<file path="config.mk">
export PLATFORM = sky130hd
export DESIGN_NAME = utf8_text_validator_unit
export DESIGN_NICKNAME = d
export VERILOG_FILES = /design/src/utv_pkg.sv /design/src/utv_core.sv /design/src/utf8_text_validator_unit.sv
export SDC_FILE = /design/constraint.sdc
export NUM_CORES = 1
export LEC_CHECK = 0
export BUFFER_PORTS_ARGS = -buffer_cell sky130_fd_sc_hd__clkbuf_2
export CORE_ASPECT_RATIO = 0.6
export CORE_UTILIZATION = 36
export DETAILED_ROUTE_END_ITERATION = 6
export GPL_ROUTABILITY_DRIVEN = 0
export HOLD_SLACK_MARGIN = 0.06
export SETUP_SLACK_MARGIN = 0.02
export SYNTH_ARGS = -nofsm -noshare
export SYNTH_HDL_FRONTEND = slang
export SYNTH_SLANG_ARGS = --single-unit
</file>
<file path="constraint.sdc">
create_clock -name clock -period 1.95 [get_ports clock]
set_input_delay 0.2925 -clock clock [delete_from_list [all_inputs] [get_ports clock]]
set_output_delay 0.2925 -clock clock [all_outputs]
set_load 0.01 [all_outputs]
</file>
<file path="src/utv_pkg.sv">
// Shared types and constants for the UTF-8 text validator.
package utv_pkg;

   localparam int unsigned ByteWidth = 8;
   localparam int unsigned CodeWidth = 21;

   localparam logic [ByteWidth-1:0] ByteTab       = 8'h09;
   localparam logic [ByteWidth-1:0] ByteLf        = 8'h0A;
   localparam logic [ByteWidth-1:0] ByteCr        = 8'h0D;
   localparam logic [ByteWidth-1:0] ByteSpace     = 8'h20;
   localparam logic [ByteWidth-1:0] Lead2Low      = 8'hC2;
   localparam logic [ByteWidth-1:0] Lead2High     = 8'hDF;
   localparam logic [ByteWidth-1:0] Lead3Low      = 8'hE0;
   localparam logic [ByteWidth-1:0] Lead3High     = 8'hEF;
   localparam logic [ByteWidth-1:0] Lead4Low      = 8'hF0;
   localparam logic [ByteWidth-1:0] Lead4High     = 8'hF4;
   localparam logic [ByteWidth-1:0] ContMarkMask  = 8'hC0;
   localparam logic [ByteWidth-1:0] ContMark      = 8'h80;

   localparam logic [CodeWidth-1:0] MinCode2      = 21'h000080;
   localparam logic [CodeWidth-1:0] MinCode3      = 21'h000800;
   localparam logic [CodeWidth-1:0] MinCode4      = 21'h010000;
   localparam logic [CodeWidth-1:0] MaxCode       = 21'h10FFFF;
   localparam logic [CodeWidth-1:0] SurrogateLow  = 21'h00D800;
   localparam logic [CodeWidth-1:0] SurrogateHigh = 21'h00DFFF;

   // One input word as it sits in the input register.
   typedef struct packed {
      logic [ByteWidth-1:0] data_byte;
      logic                 has_byte;
      logic                 is_last;
   } word_type;

   // Decoder state carried from word to word.
   typedef struct packed {
      logic [1:0]           bytes_pending;
      logic [1:0]           sequence_length;
      logic [CodeWidth-1:0] code_accumulator;
      logic                 failed;
   } dec_state_type;

endpackage

</file>
<file path="src/utv_core.sv">
// Per-word UTF-8 decode step with the decoder state registers.
module utv_core (
   input  logic               clock,
   input  logic               reset,
   input  logic               advance,
   input  utv_pkg::word_type  word,
   output logic               text_valid
);
   import utv_pkg::*;

   dec_state_type        st_ff;
   dec_state_type        st_in;
   logic [ByteWidth-1:0] b;
   logic                 ctrl_bad;
   logic [CodeWidth-1:0] acc_shift;
   logic [1:0]           pend_dec;
   logic                 code_bad;

   assign b        = word.data_byte;
   assign ctrl_bad = (b < ByteSpace) && (b != ByteTab) && (b != ByteLf) && (b != ByteCr);
   assign acc_shift = {st_ff.code_accumulator[CodeWidth-7:0], b[5:0]};
   assign pend_dec  = st_ff.bytes_pending - 2'd1;

   always_comb begin
      code_bad = (acc_shift > MaxCode)
              || ((acc_shift >= SurrogateLow) && (acc_shift <= SurrogateHigh));
      case (st_ff.sequence_length)
         2'd1:    code_bad = code_bad || (acc_shift < MinCode2);
         2'd2:    code_bad = code_bad || (acc_shift < MinCode3);
         2'd3:    code_bad = code_bad || (acc_shift < MinCode4);
         default: code_bad = code_bad;
      endcase
   end

   always_comb begin
      st_in = st_ff;
      if (word.has_byte && !st_ff.failed) begin
         if (st_ff.bytes_pending == 2'd0) begin
            if (ctrl_bad) begin
               st_in.failed = 1'b1;
            end else if (!b[7]) begin
               st_in = st_ff;
            end else if ((b >= Lead2Low) && (b <= Lead2High)) begin
               st_in.bytes_pending    = 2'd1;
               st_in.sequence_length  = 2'd1;
               st_in.code_accumulator = {{(CodeWidth-5){1'b0}}, b[4:0]};
            end else if ((b >= Lead3Low) && (b <= Lead3High)) begin
               st_in.bytes_pending    = 2'd2;
               st_in.sequence_length  = 2'd2;
               st_in.code_accumulator = {{(CodeWidth-4){1'b0}}, b[3:0]};
            end else if ((b >= Lead4Low) && (b <= Lead4High)) begin
               st_in.bytes_pending    = 2'd3;
               st_in.sequence_length  = 2'd3;
               st_in.code_accumulator = {{(CodeWidth-3){1'b0}}, b[2:0]};
            end else begin
               st_in.failed = 1'b1;
            end
         end else if ((b & ContMarkMask) != ContMark) begin
            st_in.failed = 1'b1;
         end else begin
            st_in.bytes_pending    = pend_dec;
            st_in.code_accumulator = acc_shift;
            // close the sequence: range, overlong and surrogate check
            if (pend_dec == 2'd0) begin
               st_in.failed           = code_bad;
               st_in.sequence_length  = 2'd0;
               st_in.code_accumulator = '0;
            end
         end
      end
      text_valid = !st_in.failed && (st_in.bytes_pending == 2'd0);
      if (word.is_last) begin
         st_in = '0;
      end
   end

   always_ff @(posedge clock) begin
      if (reset) begin
         st_ff <= '0;
      end else if (advance) begin
         st_ff <= st_in;
      end
   end

endmodule

</file>
<file path="src/utf8_text_validator_unit.sv">
// Top level of the UTF-8 text validator.
//
// Checks a text, one byte per word on the req_ channel, against strict
// UTF-8 with no NUL and no control bytes other than tab, LF and CR.
// req_tdata carries the byte, req_tuser says whether the byte is real
// (a word with req_tuser low is a bare marker), req_tlast closes the text.
// At each word with req_tlast high one verdict word leaves on rsp_:
// rsp_tdata[0] is 1 when the whole text passed, 0 when it was rejected.
// Throughput is one word per cycle while no last word waits on a stalled
// verdict. A word is registered at acceptance and decoded from the input
// register; its verdict is registered in the output register behind rsp_tvalid.
// When rsp_tready is low and a verdict waits, a non-last word still
// advances; a last word holds in the input register and req_tready drops.
// Errors stick until the end of the text; decoder state clears after
// every verdict. Synchronous reset empties both registers and clears the
// decoder state.
module utf8_text_validator_unit (
   input  logic       clock,
   input  logic       reset,
   input  logic       req_tvalid,
   output logic       req_tready,
   input  logic [7:0] req_tdata,   // [7:0] data_byte
   input  logic       req_tuser,   // [0] has_byte
   input  logic       req_tlast,   // is_last
   output logic       rsp_tvalid,
   input  logic       rsp_tready,
   output logic [7:0] rsp_tdata    // [0] text_valid, [7:1] zero
);
   import utv_pkg::*;

   logic     in_valid_ff;
   logic     in_valid_in;
   word_type in_word_ff;
   logic     out_valid_ff;
   logic     out_valid_in;
   logic     out_text_ff;
   logic     advance;
   logic     verdict;

   // a word with no verdict never waits on the output register
   assign advance    = in_valid_ff && (!in_word_ff.is_last || !out_valid_ff || rsp_tready);
   assign req_tready = !in_valid_ff || advance;

   always_comb begin
      in_valid_in = in_valid_ff;
      if (req_tvalid && req_tready) begin
         in_valid_in = 1'b1;
      end else if (advance) begin
         in_valid_in = 1'b0;
      end
      out_valid_in = out_valid_ff;
      if (advance && in_word_ff.is_last) begin
         out_valid_in = 1'b1;
      end else if (rsp_tready) begin
         out_valid_in = 1'b0;
      end
   end

   always_ff @(posedge clock) begin
      if (reset) begin
         in_valid_ff  <= 1'b0;
         out_valid_ff <= 1'b0;
      end else begin
         in_valid_ff  <= in_valid_in;
         out_valid_ff <= out_valid_in;
      end
   end

   always_ff @(posedge clock) begin
      if (req_tvalid && req_tready) begin
         in_word_ff <= '{data_byte: req_tdata, has_byte: req_tuser, is_last: req_tlast};
      end
      if (advance && in_word_ff.is_last) begin
         out_text_ff <= verdict;
      end
   end

   utv_core u_core (
      .clock      (clock),
      .reset      (reset),
      .advance    (advance),
      .word       (in_word_ff),
      .text_valid (verdict)
   );

   assign rsp_tvalid = out_valid_ff;
   assign rsp_tdata  = {7'd0, out_text_ff};

endmodule

</file>
==> metrics.md, run 1 <==
| Metric | Value |
|---|---|
| Outcome | `completed` |
| Core Util, Final | `0.517` |
| VDD IR max | `261 uV` |
| Total wire length | `4270 um` |
| DR iter-0 viols | `134` |
| Critical path arrival | `2.13 ns` |
| Crit path launch | `in_word_ff[8]` |
| Worst-path cell chain | `buf_4 -> nand2_1 -> o31ai_1 -> nor3_2 -> or4b_4 -> a21oi_2` |
| Die Span X | `90.6 um` |
| CTS max path bufs | `2` |
| Post-DP HPWL | `3140 um` |
| Worst slew pin tran | `0.500 ns` |
| Post-Syn Area | `1700 um2` |
| Flops & latches, synth | `33` |
| Vias/cell | `5.33` |
| Seq/Total Area, Yosys | `0.454` |
| Final worst clock skew | `0.00694 ns` |
| Post-synth top area share | `0.260` |
| Die area | `5000 um2` |
| Most common cell after layout, fill and taps aside | `buf_4` |
| Remaining antenna violation count | `0` |
| Crit-path slowest cell | `or4b_4` |
| CTS Hold Buffers Added | `0` |
| Pwr dens | `676 nW/um2` |
| DRC viols | `0` |
| Yosys top cell by area | `dfxtp_1` |
| # H-tree levels | `2` |
| Final std cells w/o fill | `286` |
| Crit path kind | `flip-flop to flip-flop` |
| Hold path start | `req_tdata[3]` |
| Clock-pin slew on the worst setup and hold paths | `0.07 ns` |
| Die Height | `55.2 um` |
| Buffers on Ports | `16` |
| Layout area overhead | `31.0%` |
| Hold WC Path Type | `input port to flip-flop` |
| RSZ-0062 raised after global routing | `true` |
| Synth unique cells | `47` |
| Slew Viols, Final | `0` |
| Main flop type after synthesis | `dfxtp_1` |
| Share of cells above drive strength 1 | `0.332` |
| CTS tree | `done` |
| CORE AREA | `4300 um2` |
| Total CTS buffers | `5` |
| Gr usage total | `0.186` |
| Largest family of logic cells by synthesized area | `simple AND/OR/NAND/NOR gates` |
| Vias in the first global route | `1349` |
| EDFF count, synth | `11` |
| Commonest cells after routing, fill and taps aside | `buf_4 (27), nand2_1 (22), dfxtp_1 (22)` |
| Row cnt | `18` |
| Root buffer cell | `clkbuf_8` |
| Buf/Inv on CP | `1` |
| Nets@finish | `241` |
| Avg WL per Cell | `14.9 um` |
| Residual overflow from global routing | `0` |
| Synth async-reset ratio | `0` |
| Overall power | `1500 uW` |
| Synthesis warning total | `0` |
| Compound-Gate Fraction of Synth Area | `0.199` |
| Simple-gate share of the synthesized area | `0.246` |
| Setup violators final | `0` |
| Worst Setup End Kind | `flip-flop` |
| Post-synthesis adder-cell area fraction | `0.0147` |
| Synth area leaders | `dfxtp_1 (26%), edfxtp_1 (19%), a21oi_1 (6.2%)` |
| Slew margin rel. | `0.666` |
| Via count | `1523` |
| CTS Sinks | `33` |
| I/O Pins | `24` |
| Global-route wire length before repair | `6890 um` |
| First-pass DRT Iterations | `5` |
| Initial antenna violation count | `0` |
| CP peak stage delay | `0.49 ns` |
| Crit path time final | `1.90 ns` |
| CP required | `2.17 ns` |
| CP delay by family, top | `simple AND/OR/NAND/NOR gates` |
| Fmax | `525 MHz` |
| Pin count of the biggest net entering global routing | `17` |
| Leak | `0.000831 uW` |
| Worst reg2reg startpoint | `in_word_ff[8]` |
| Inst Count DP | `271` |
| Mux share of post-synthesis cell area | `0.0118` |
| Crit-path max FO | `4` |
| Worst setup SP type | `flip-flop` |
| MaxCap Viol Count | `0` |
| N_diodes | `0` |
| Worst-Skew Late Latency | `0.28 ns` |
| Starting density of the core | `0.394` |
| Final hold vios | `0` |
| Cells after Synth | `181` |
| Final worst path period share | `0.976` |
| Syn avg cell area | `9.37 um2` |
| Synth Area in XOR/XNOR | `0.00516` |
final cells by class:
cell class,instances,area (um2)
fillers,404,2080
multi-input cells,135,933
flip-flops and latches,33,771
repair buffers,45,323
clock buffers,7,96.3
well taps,60,75.1
inverters,5,18.8
clock inverters,1,5.00
synth_stat cells, types with 3 or more instances:
cell type,instances
dfxtp_1,22
nand2_1,22
a21oi_1,21
nand3_1,16
edfxtp_1,11
buf_4,9
nor2_1,8
nor3_1,6
inv_1,5
a31oi_1,3
a32o_1,3
clkbuf_1,3
nand2b_1,3
nor2b_1,3
o21a_1,3
o21ai_0,3
layer usage:
layer / global-route usage / vias to the layer above / wire length [um]
li1: - / 750 / -
met1: 0.276 / 724 / 2330
met2: 0.258 / 45 / 1650
met3: 0.0423 / 4 / 246
met4: 0.0753 / 0 / 38
met5: 0 / - / 0
path summary, 6_finish.rpt:
check	to	slack, ns	cells after the start
max	u_core.st_ff[24]	0.05	6
min	in_word_ff[5]	0.18	1
max reg2reg	u_core.st_ff[24]	0.05	6
min reg2reg	u_core.acc_shift[17]	0.46	2
report_power, final:
group          internal [uW]  total, uW  switching, uW
combinational           83.5        182           98.5
sequential               729        747           18.8
clock                    319        572            253
total                   1130       1500            370
state kept, by name, summed over array words and instances, names as in the netlist:
register	cells
in_valid_ff	1
rsp_tvalid	1
u_core.acc_shift	15
out_text_ff	1
in_word_ff	10
u_core.st_ff	5
through the flow:
step           setup slack [ns]  hold WS (ns)  cell area (um2)  TNS [ns]
6_report                 0.0461         0.179             2220         0
2_1_floorplan             0.102         0.391             1720         0
3_5_place_dp            -0.0803         0.450             1970   -0.0813
3_3_place_gp            -0.0937         0.442             1970   -0.0937
5_1_grt                 -0.0372         0.169             2220   -0.0999
4_1_cts                  0.0177         0.171             2110         0
kinds of logic (layout without fill, tap and decap cells):
group                      Yosys count  in the layout
adders and majority gates            2              2
AOI/OAI and AO/OA                   47             47
muxes                                2              2
other                                1              7
and+or+nand+nor                     76             76
xor gates and xnor gates             1              1
DFF                                 33             33
buffers and inverters               19             58
repair_timing:
action / CTS / global route
resized for setup: 1 / 20
setup buffers: 4 / 3
endpoints found under the setup margin: 2 / 19
pin swaps: 5 / 4
Note: power is estimated with default switching activity, not from simulation.
==> inputs of run 2 (changes only) <==
--- a/config.mk
+++ b/config.mk
@@ -5,6 +5,7 @@
 export SDC_FILE = /design/constraint.sdc
 export NUM_CORES = 1
 export LEC_CHECK = 0
+export ABC_AREA = 1
 export BUFFER_PORTS_ARGS = -buffer_cell sky130_fd_sc_hd__clkbuf_2
 export CORE_ASPECT_RATIO = 0.6
 export CORE_UTILIZATION = 36
==> run 2 against run 1 <==
Against the previous run: cell area rose by 0.11%; worst setup slack improved by 0.19 ns; critical path type unchanged; maximum frequency grew 11%; synthesized cell count is 49% higher; total power is 1.2% higher; sequential power increased by 3.2%; register-to-register slack improved by 0.19 ns; highest routed layer unchanged; via count rose by 8.3%; first-iteration DRC count down 31%; clock skew is 0.0023 ns higher; clock power decreased by 7.7%; clock-buffer cell count grew 1.
==> metrics.md, run 2 <==
| Metric | Value |
|---|---|
| Outcome | `completed` |
| DP Worst Slack | `0.153 ns` |
| CP delay by family, top | `simple AND/OR/NAND/NOR gates` |
| Worst Setup End Kind | `flip-flop` |
| Post-Syn Area | `2020 um2` |
| Yosys top cell by area | `dfxtp_1` |
| Most flops, register | `u_core.acc_shift` |
| Buf/Inv on CP | `1` |
| MaxCap Viol Count | `0` |
| Starting density of the core | `0.386` |
| Total wire length | `4220 um` |
| Die Span X | `98.7 um` |
| Die Height | `60.0 um` |
| Crit-path max FO | `26` |
| EDFF count, synth | `11` |
| Final hold vios | `0` |
| Crit path time final | `1.71 ns` |
| Synth top cells by count | `nand2_1 (53), nor2_1 (45), inv_1 (33)` |
| CTS Hold Buffers Added | `0` |
| Global-route wire length before repair | `7020 um` |
| Hold WS | `0.179 ns` |
| Final worst clock skew | `0.00923 ns` |
| Post-synth top area share | `0.218` |
| Crit path kind | `flip-flop to flip-flop` |
| First-pass DRT Iterations | `4` |
| Met2 Track Usage GR | `0.204` |
| DR iter-0 viols | `92` |
| DRC viols | `0` |
| Core Util, Final | `0.425` |
| Gr usage total | `0.158` |
| Via count | `1650` |
| Cells after Synth | `270` |
| Worst-Skew Late Latency | `0.28 ns` |
| Setup violators final | `0` |
| Avg WL per Cell | `11.9 um` |
| Total CTS buffers | `5` |
| Pwr dens | `683 nW/um2` |
| Remaining antenna violation count | `0` |
| I/O Pins | `24` |
| CTS tree | `done` |
| # H-tree levels | `2` |
| Post-DP HPWL | `3230 um` |
| Vias in the first global route | `1423` |
| Most common cell after layout, fill and taps aside | `nand2_1` |
| Synth area leaders | `dfxtp_1 (22%), edfxtp_1 (16%), nand2_1 (9.8%)` |
| Die area | `5930 um2` |
| Crit path top cell by count | `nand2_1` |
| Critical path arrival | `1.94 ns` |
| Setup_tns | `0 ns` |
| M1 GR Usage | `0.249` |
| Layout area overhead | `10.1%` |
| Final Worst Setup Slack | `0.235 ns` |
| N_diodes | `0` |
| Crit-path slowest cell | `dfxtp_1` |
| Hold WC Path Type | `input port to flip-flop` |
| CORE AREA | `5230 um2` |
| Final worst path period share | `0.879` |
| Worst setup SP type | `flip-flop` |
| Slew Viols, Final | `0` |
| Inst Count DP | `347` |
| Synth async-reset ratio | `0` |
| Main flop type after synthesis | `dfxtp_1` |
| Commonest cells after routing, fill and taps aside | `nand2_1 (53), nor2_1 (45), inv_1 (33)` |
| Nets@finish | `304` |
| Buffers on Ports | `16` |
| Row cnt | `20` |
| Root buffer cell | `clkbuf_8` |
| Max reg flops | `15` |
| Initial antenna violation count | `0` |
| Pin count of the biggest net entering global routing | `27` |
| Syn avg cell area | `7.48 um2` |
| Vias/cell | `4.65` |
| Share of cells above drive strength 1 | `0.242` |
| Global route hottest layer | `met1` |
| Final std cells w/o fill | `355` |
| Regs by FF count | `u_core.acc_shift: 15 flops, in_word_ff: 10 flops, u_core.st_ff: 5 flops` |
| RSZ-0062 raised after global routing | `false` |
| CTS Sinks | `33` |
| VDD IR max | `356 uV` |
| Flops & latches, synth | `33` |
| Seq/Total Area, Yosys | `0.381` |
| CP required | `2.18 ns` |
| Synthesis warning total | `0` |
| Fmax | `583 MHz` |
| Met3 usage | `0.0433` |
| CTS max path bufs | `2` |
| Worst-path cell chain | `inv_1 -> ha_2 -> o21ai_2 -> nor2_4 -> nand2_8 -> nand2_2 -> nand2_1 -> nand2_1 -> nor2_1` |
| Clock-pin slew on the worst setup and hold paths | `0.07 ns` |
| CP peak stage delay | `0.38 ns` |
| Residual overflow from global routing | `0` |
| Synth unique cells | `32` |
| Leak | `0.00102 uW` |
| Most common cell in the netlist | `nand2_1` |
[run 2: cell types whose count changed after synthesis, sizes merged, moves of 4 or more]
cell / change
inv: +30
buf: +4
nand2: +40
nand3: +10
nor2: +44
[run 2: worst reg2reg max path, delay by kind of cell, from the launching register on]
kind / cells / cell delay (ns)
flip-flops: 1 / 0.38
adder cells (fa/ha/maj): 1 / 0.27
AO/OA/AOI/OAI: 1 / 0.31
AND/OR/NAND/NOR: 6 / 0.61
buffers and inverters: 1 / 0.09
[run 2: per-layer routing]
layer  share of wire  vias to the layer above
li1                -                      886
met1            0.58                      718
met2            0.36                       41
met3           0.058                        5
met4          0.0083                        0
met5               0                        -
[run 2: worst paths after layout]
| kind | end | slack [ns] | depth (start not counted) | startpoint |
|---|---|---|---|---|
| max | u_core.acc_shift[8] | 0.24 | 9 | u_core.st_ff[24] |
| min | in_word_ff[3] | 0.18 | 1 | req_tdata[1] |
| max reg2reg | u_core.acc_shift[8] | 0.24 | 9 | u_core.st_ff[24] |
| min reg2reg | u_core.st_ff[25] | 0.49 | 2 | u_core.st_ff[25] |
[run 2: per-stage QoR]
step,power (uW),cell area (um2)
6_report,1520,2220
5_1_grt,1600,2220
4_1_cts,1540,2220
3_5_place_dp,1000,2130
3_3_place_gp,1000,2130
2_1_floorplan,961,2040
[run 2: what timing repair did]
action | 4_1_cts | 5_1_grt
buffers inserted | 0 | 0
gates resized for setup | 0 | 2
endpoints found under the setup margin | 0 | 6
[run 2: final cells by class]
type	instances	area [um2]
well taps	66	82.6
clock buffers	8	90.1
multi-input cells	192	1020
inverters	35	131
repair buffers	21	130
fillers	543	3010
flip-flops and latches	33	771
[run 2: where the power goes]
group          switching [uW]  internal (uW)  total [uW]
Combinational             138           81.1         219
Clock                     240            288         528
Sequential               24.4            747         771
[run 2: cell families (layout without fill, tap and decap cells)]
logic type	Yosys count	count (layout)	synth area share
and+or+nand+nor	154	154	0.376
buffers and inverters	51	64	0.129
DFF	33	33	0.381
AOI/OAI and AO/OA	28	28	0.0954
adders and majority gates	2	2	0.0124
other	1	7	0.00186
xor gates and xnor gates	1	1	0.00434
==> inputs of run 3 (changes only) <==
--- a/config.mk
+++ b/config.mk
@@ -12,7 +12,9 @@
 export DETAILED_ROUTE_END_ITERATION = 6
 export GPL_ROUTABILITY_DRIVEN = 0
 export HOLD_SLACK_MARGIN = 0.06
+export REMOVE_ABC_BUFFERS = 1
 export SETUP_SLACK_MARGIN = 0.02
+export SLEW_MARGIN = 20
 export SYNTH_ARGS = -nofsm -noshare
 export SYNTH_HDL_FRONTEND = slang
 export SYNTH_SLANG_ARGS = --single-unit
==> run 3 against run 2 <==
Against the previous run: core utilization is 0.45 points higher; sequential share of layout area down 0.37 points; global-route usage did not move; register-to-register slack worse by 0.02 ns; flip-flop and latch count did not move; critical endpoint is now out_text_ff.
==> metrics.md, run 3 (same netlist as run 2, synthesis figures left out) <==
| Metric | Value |
|---|---|
| Final std cells w/o fill | `358` |
| Most flops, register | `u_core.acc_shift` |
| Most common cell after layout, fill and taps aside | `nand2_1` |
| Global-route wire length before repair | `7010 um` |
| Final worst clock skew | `0.00530 ns` |
| CP required | `2.00 ns` |
| First-pass DRT Iterations | `4` |
| Die Height | `60.0 um` |
| Nets@finish | `307` |
| Buffers on Ports | `16` |
| R2R Setup Slk | `0.21 ns` |
| Residual overflow from global routing | `0` |
| CTS max path bufs | `2` |
| Total wire length | `4200 um` |
| Vias in the first global route | `1475` |
| Via count | `1672` |
| DR iter-0 viols | `70` |
| Row cnt | `20` |
| Worst setup SP type | `flip-flop` |
| Final Worst Setup Slack | `0.211 ns` |
| Post-DP HPWL | `3110 um` |
| Setup_tns | `0 ns` |
| Fmax | `575 MHz` |
| Post-DP Area | `2140 um2` |
| Avg WL per Cell | `11.7 um` |
| Final hold vios | `0` |
| Remaining antenna violation count | `0` |
| Regs by FF count | `u_core.acc_shift: 15 flops, in_word_ff: 10 flops, u_core.st_ff: 5 flops` |
| Pin count of the biggest net entering global routing | `27` |
| Share of cells above drive strength 1 | `0.247` |
| Critical path arrival | `1.79 ns` |
| Leak | `0.00104 uW` |
| CTS Sinks | `33` |
| Pwr dens | `685 nW/um2` |
| Worst-Skew Late Latency | `0.29 ns` |
| Die Span X | `98.7 um` |
| Clock-pin slew on the worst setup and hold paths | `0.07 ns` |
| Root buffer cell | `clkbuf_8` |
| Total CTS buffers | `5` |
| Inst Count DP | `349` |
| Gr usage total | `0.158` |
| Fin area | `2250 um2` |
| Crit path time final | `1.74 ns` |
| Crit-path max FO | `7` |
| MaxCap Viol Count | `0` |
| Commonest cells after routing, fill and taps aside | `nand2_1 (53), nor2_1 (45), inv_1 (33)` |
| VDD IR max | `352 uV` |
| Layout area overhead | `11.3%` |
| Initial antenna violation count | `0` |
| N_diodes | `0` |
| CTS Hold Buffers Added | `0` |
| DP Worst Slack | `0.170 ns` |
| CTS tree | `done` |
| Worst Setup End Kind | `flip-flop` |
| Hold WC Path Type | `input port to flip-flop` |
| CORE AREA | `5230 um2` |
| Crit path kind | `flip-flop to flip-flop` |
| Starting density of the core | `0.386` |
| Vias/cell | `4.67` |
| # H-tree levels | `2` |
| DRC viols | `0` |
| Setup violators final | `0` |
| RSZ-0062 raised after global routing | `false` |
| Slew Viols, Final | `0` |
| I/O Pins | `24` |
| Final worst path period share | `0.892` |
| Outcome | `completed` |
| Die area | `5930 um2` |
| Max reg flops | `15` |
-- run 3: final timing paths --
kind | startpoint | endpoint | depth (start not counted)
min | req_tuser | in_word_ff[1] | 1
min reg2reg | u_core.st_ff[25] | u_core.st_ff[25] | 2
max | u_core.st_ff[24] | out_text_ff | 9
max reg2reg | u_core.st_ff[24] | out_text_ff | 9
-- run 3: critical path: stages, from the launching register on --
cell     delay (ns)
dfxtp_1        0.38
inv_1          0.09
ha_1           0.30
buf_4          0.20
nand3_1        0.10
nand2_1        0.06
a21oi_1        0.18
nand2_1        0.07
nand2_1        0.07
nor2_1         0.05
-- run 3: power by group --
| group | total (uW) | leakage (uW) | internal [uW] | switching (uW) |
|---|---|---|---|---|
| Combinational | 223 | 0.000710 | 83.4 | 140 |
| Clock | 544 | 0.0000455 | 288 | 256 |
| Sequential | 772 | 0.000286 | 747 | 25.5 |
-- run 3: routing by layer --
metal / share of wire / global-route usage / vias up / wire (um)
met5: 0 / 0 / - / 0
met4: 0.011 / 0.0576 / 0 / 48
met1: 0.57 / 0.237 / 740 / 2380
li1: - / - / 887 / -
met3: 0.054 / 0.0421 / 7 / 226
met2: 0.37 / 0.212 / 38 / 1550
-- run 3: metrics by stage --
step	hold slack, ns	utilization	power (uW)
3_5_place_dp	0.472	0.410	1010
5_1_grt	0.161	0.430	1610
2_1_floorplan	0.355	-	939
3_3_place_gp	0.470	0.410	1010
4_1_cts	0.166	0.427	1550
6_report	0.175	0.430	1540
-- run 3: cell type report --
| type | instances | area [um2] |
|---|---|---|
| multi-input cells | 193 | 1030 |
| fillers | 541 | 2980 |
| clock buffers | 8 | 90.1 |
| inverters | 35 | 131 |
| well taps | 66 | 82.6 |
| repair buffers | 23 | 145 |
| flip-flops and latches | 33 | 771 |
-- run 3: what timing repair did --
item / CTS / global route
buffers inserted: 0 / 0
endpoints found under the setup margin: 0 / 11
gates resized for setup: 0 / 1
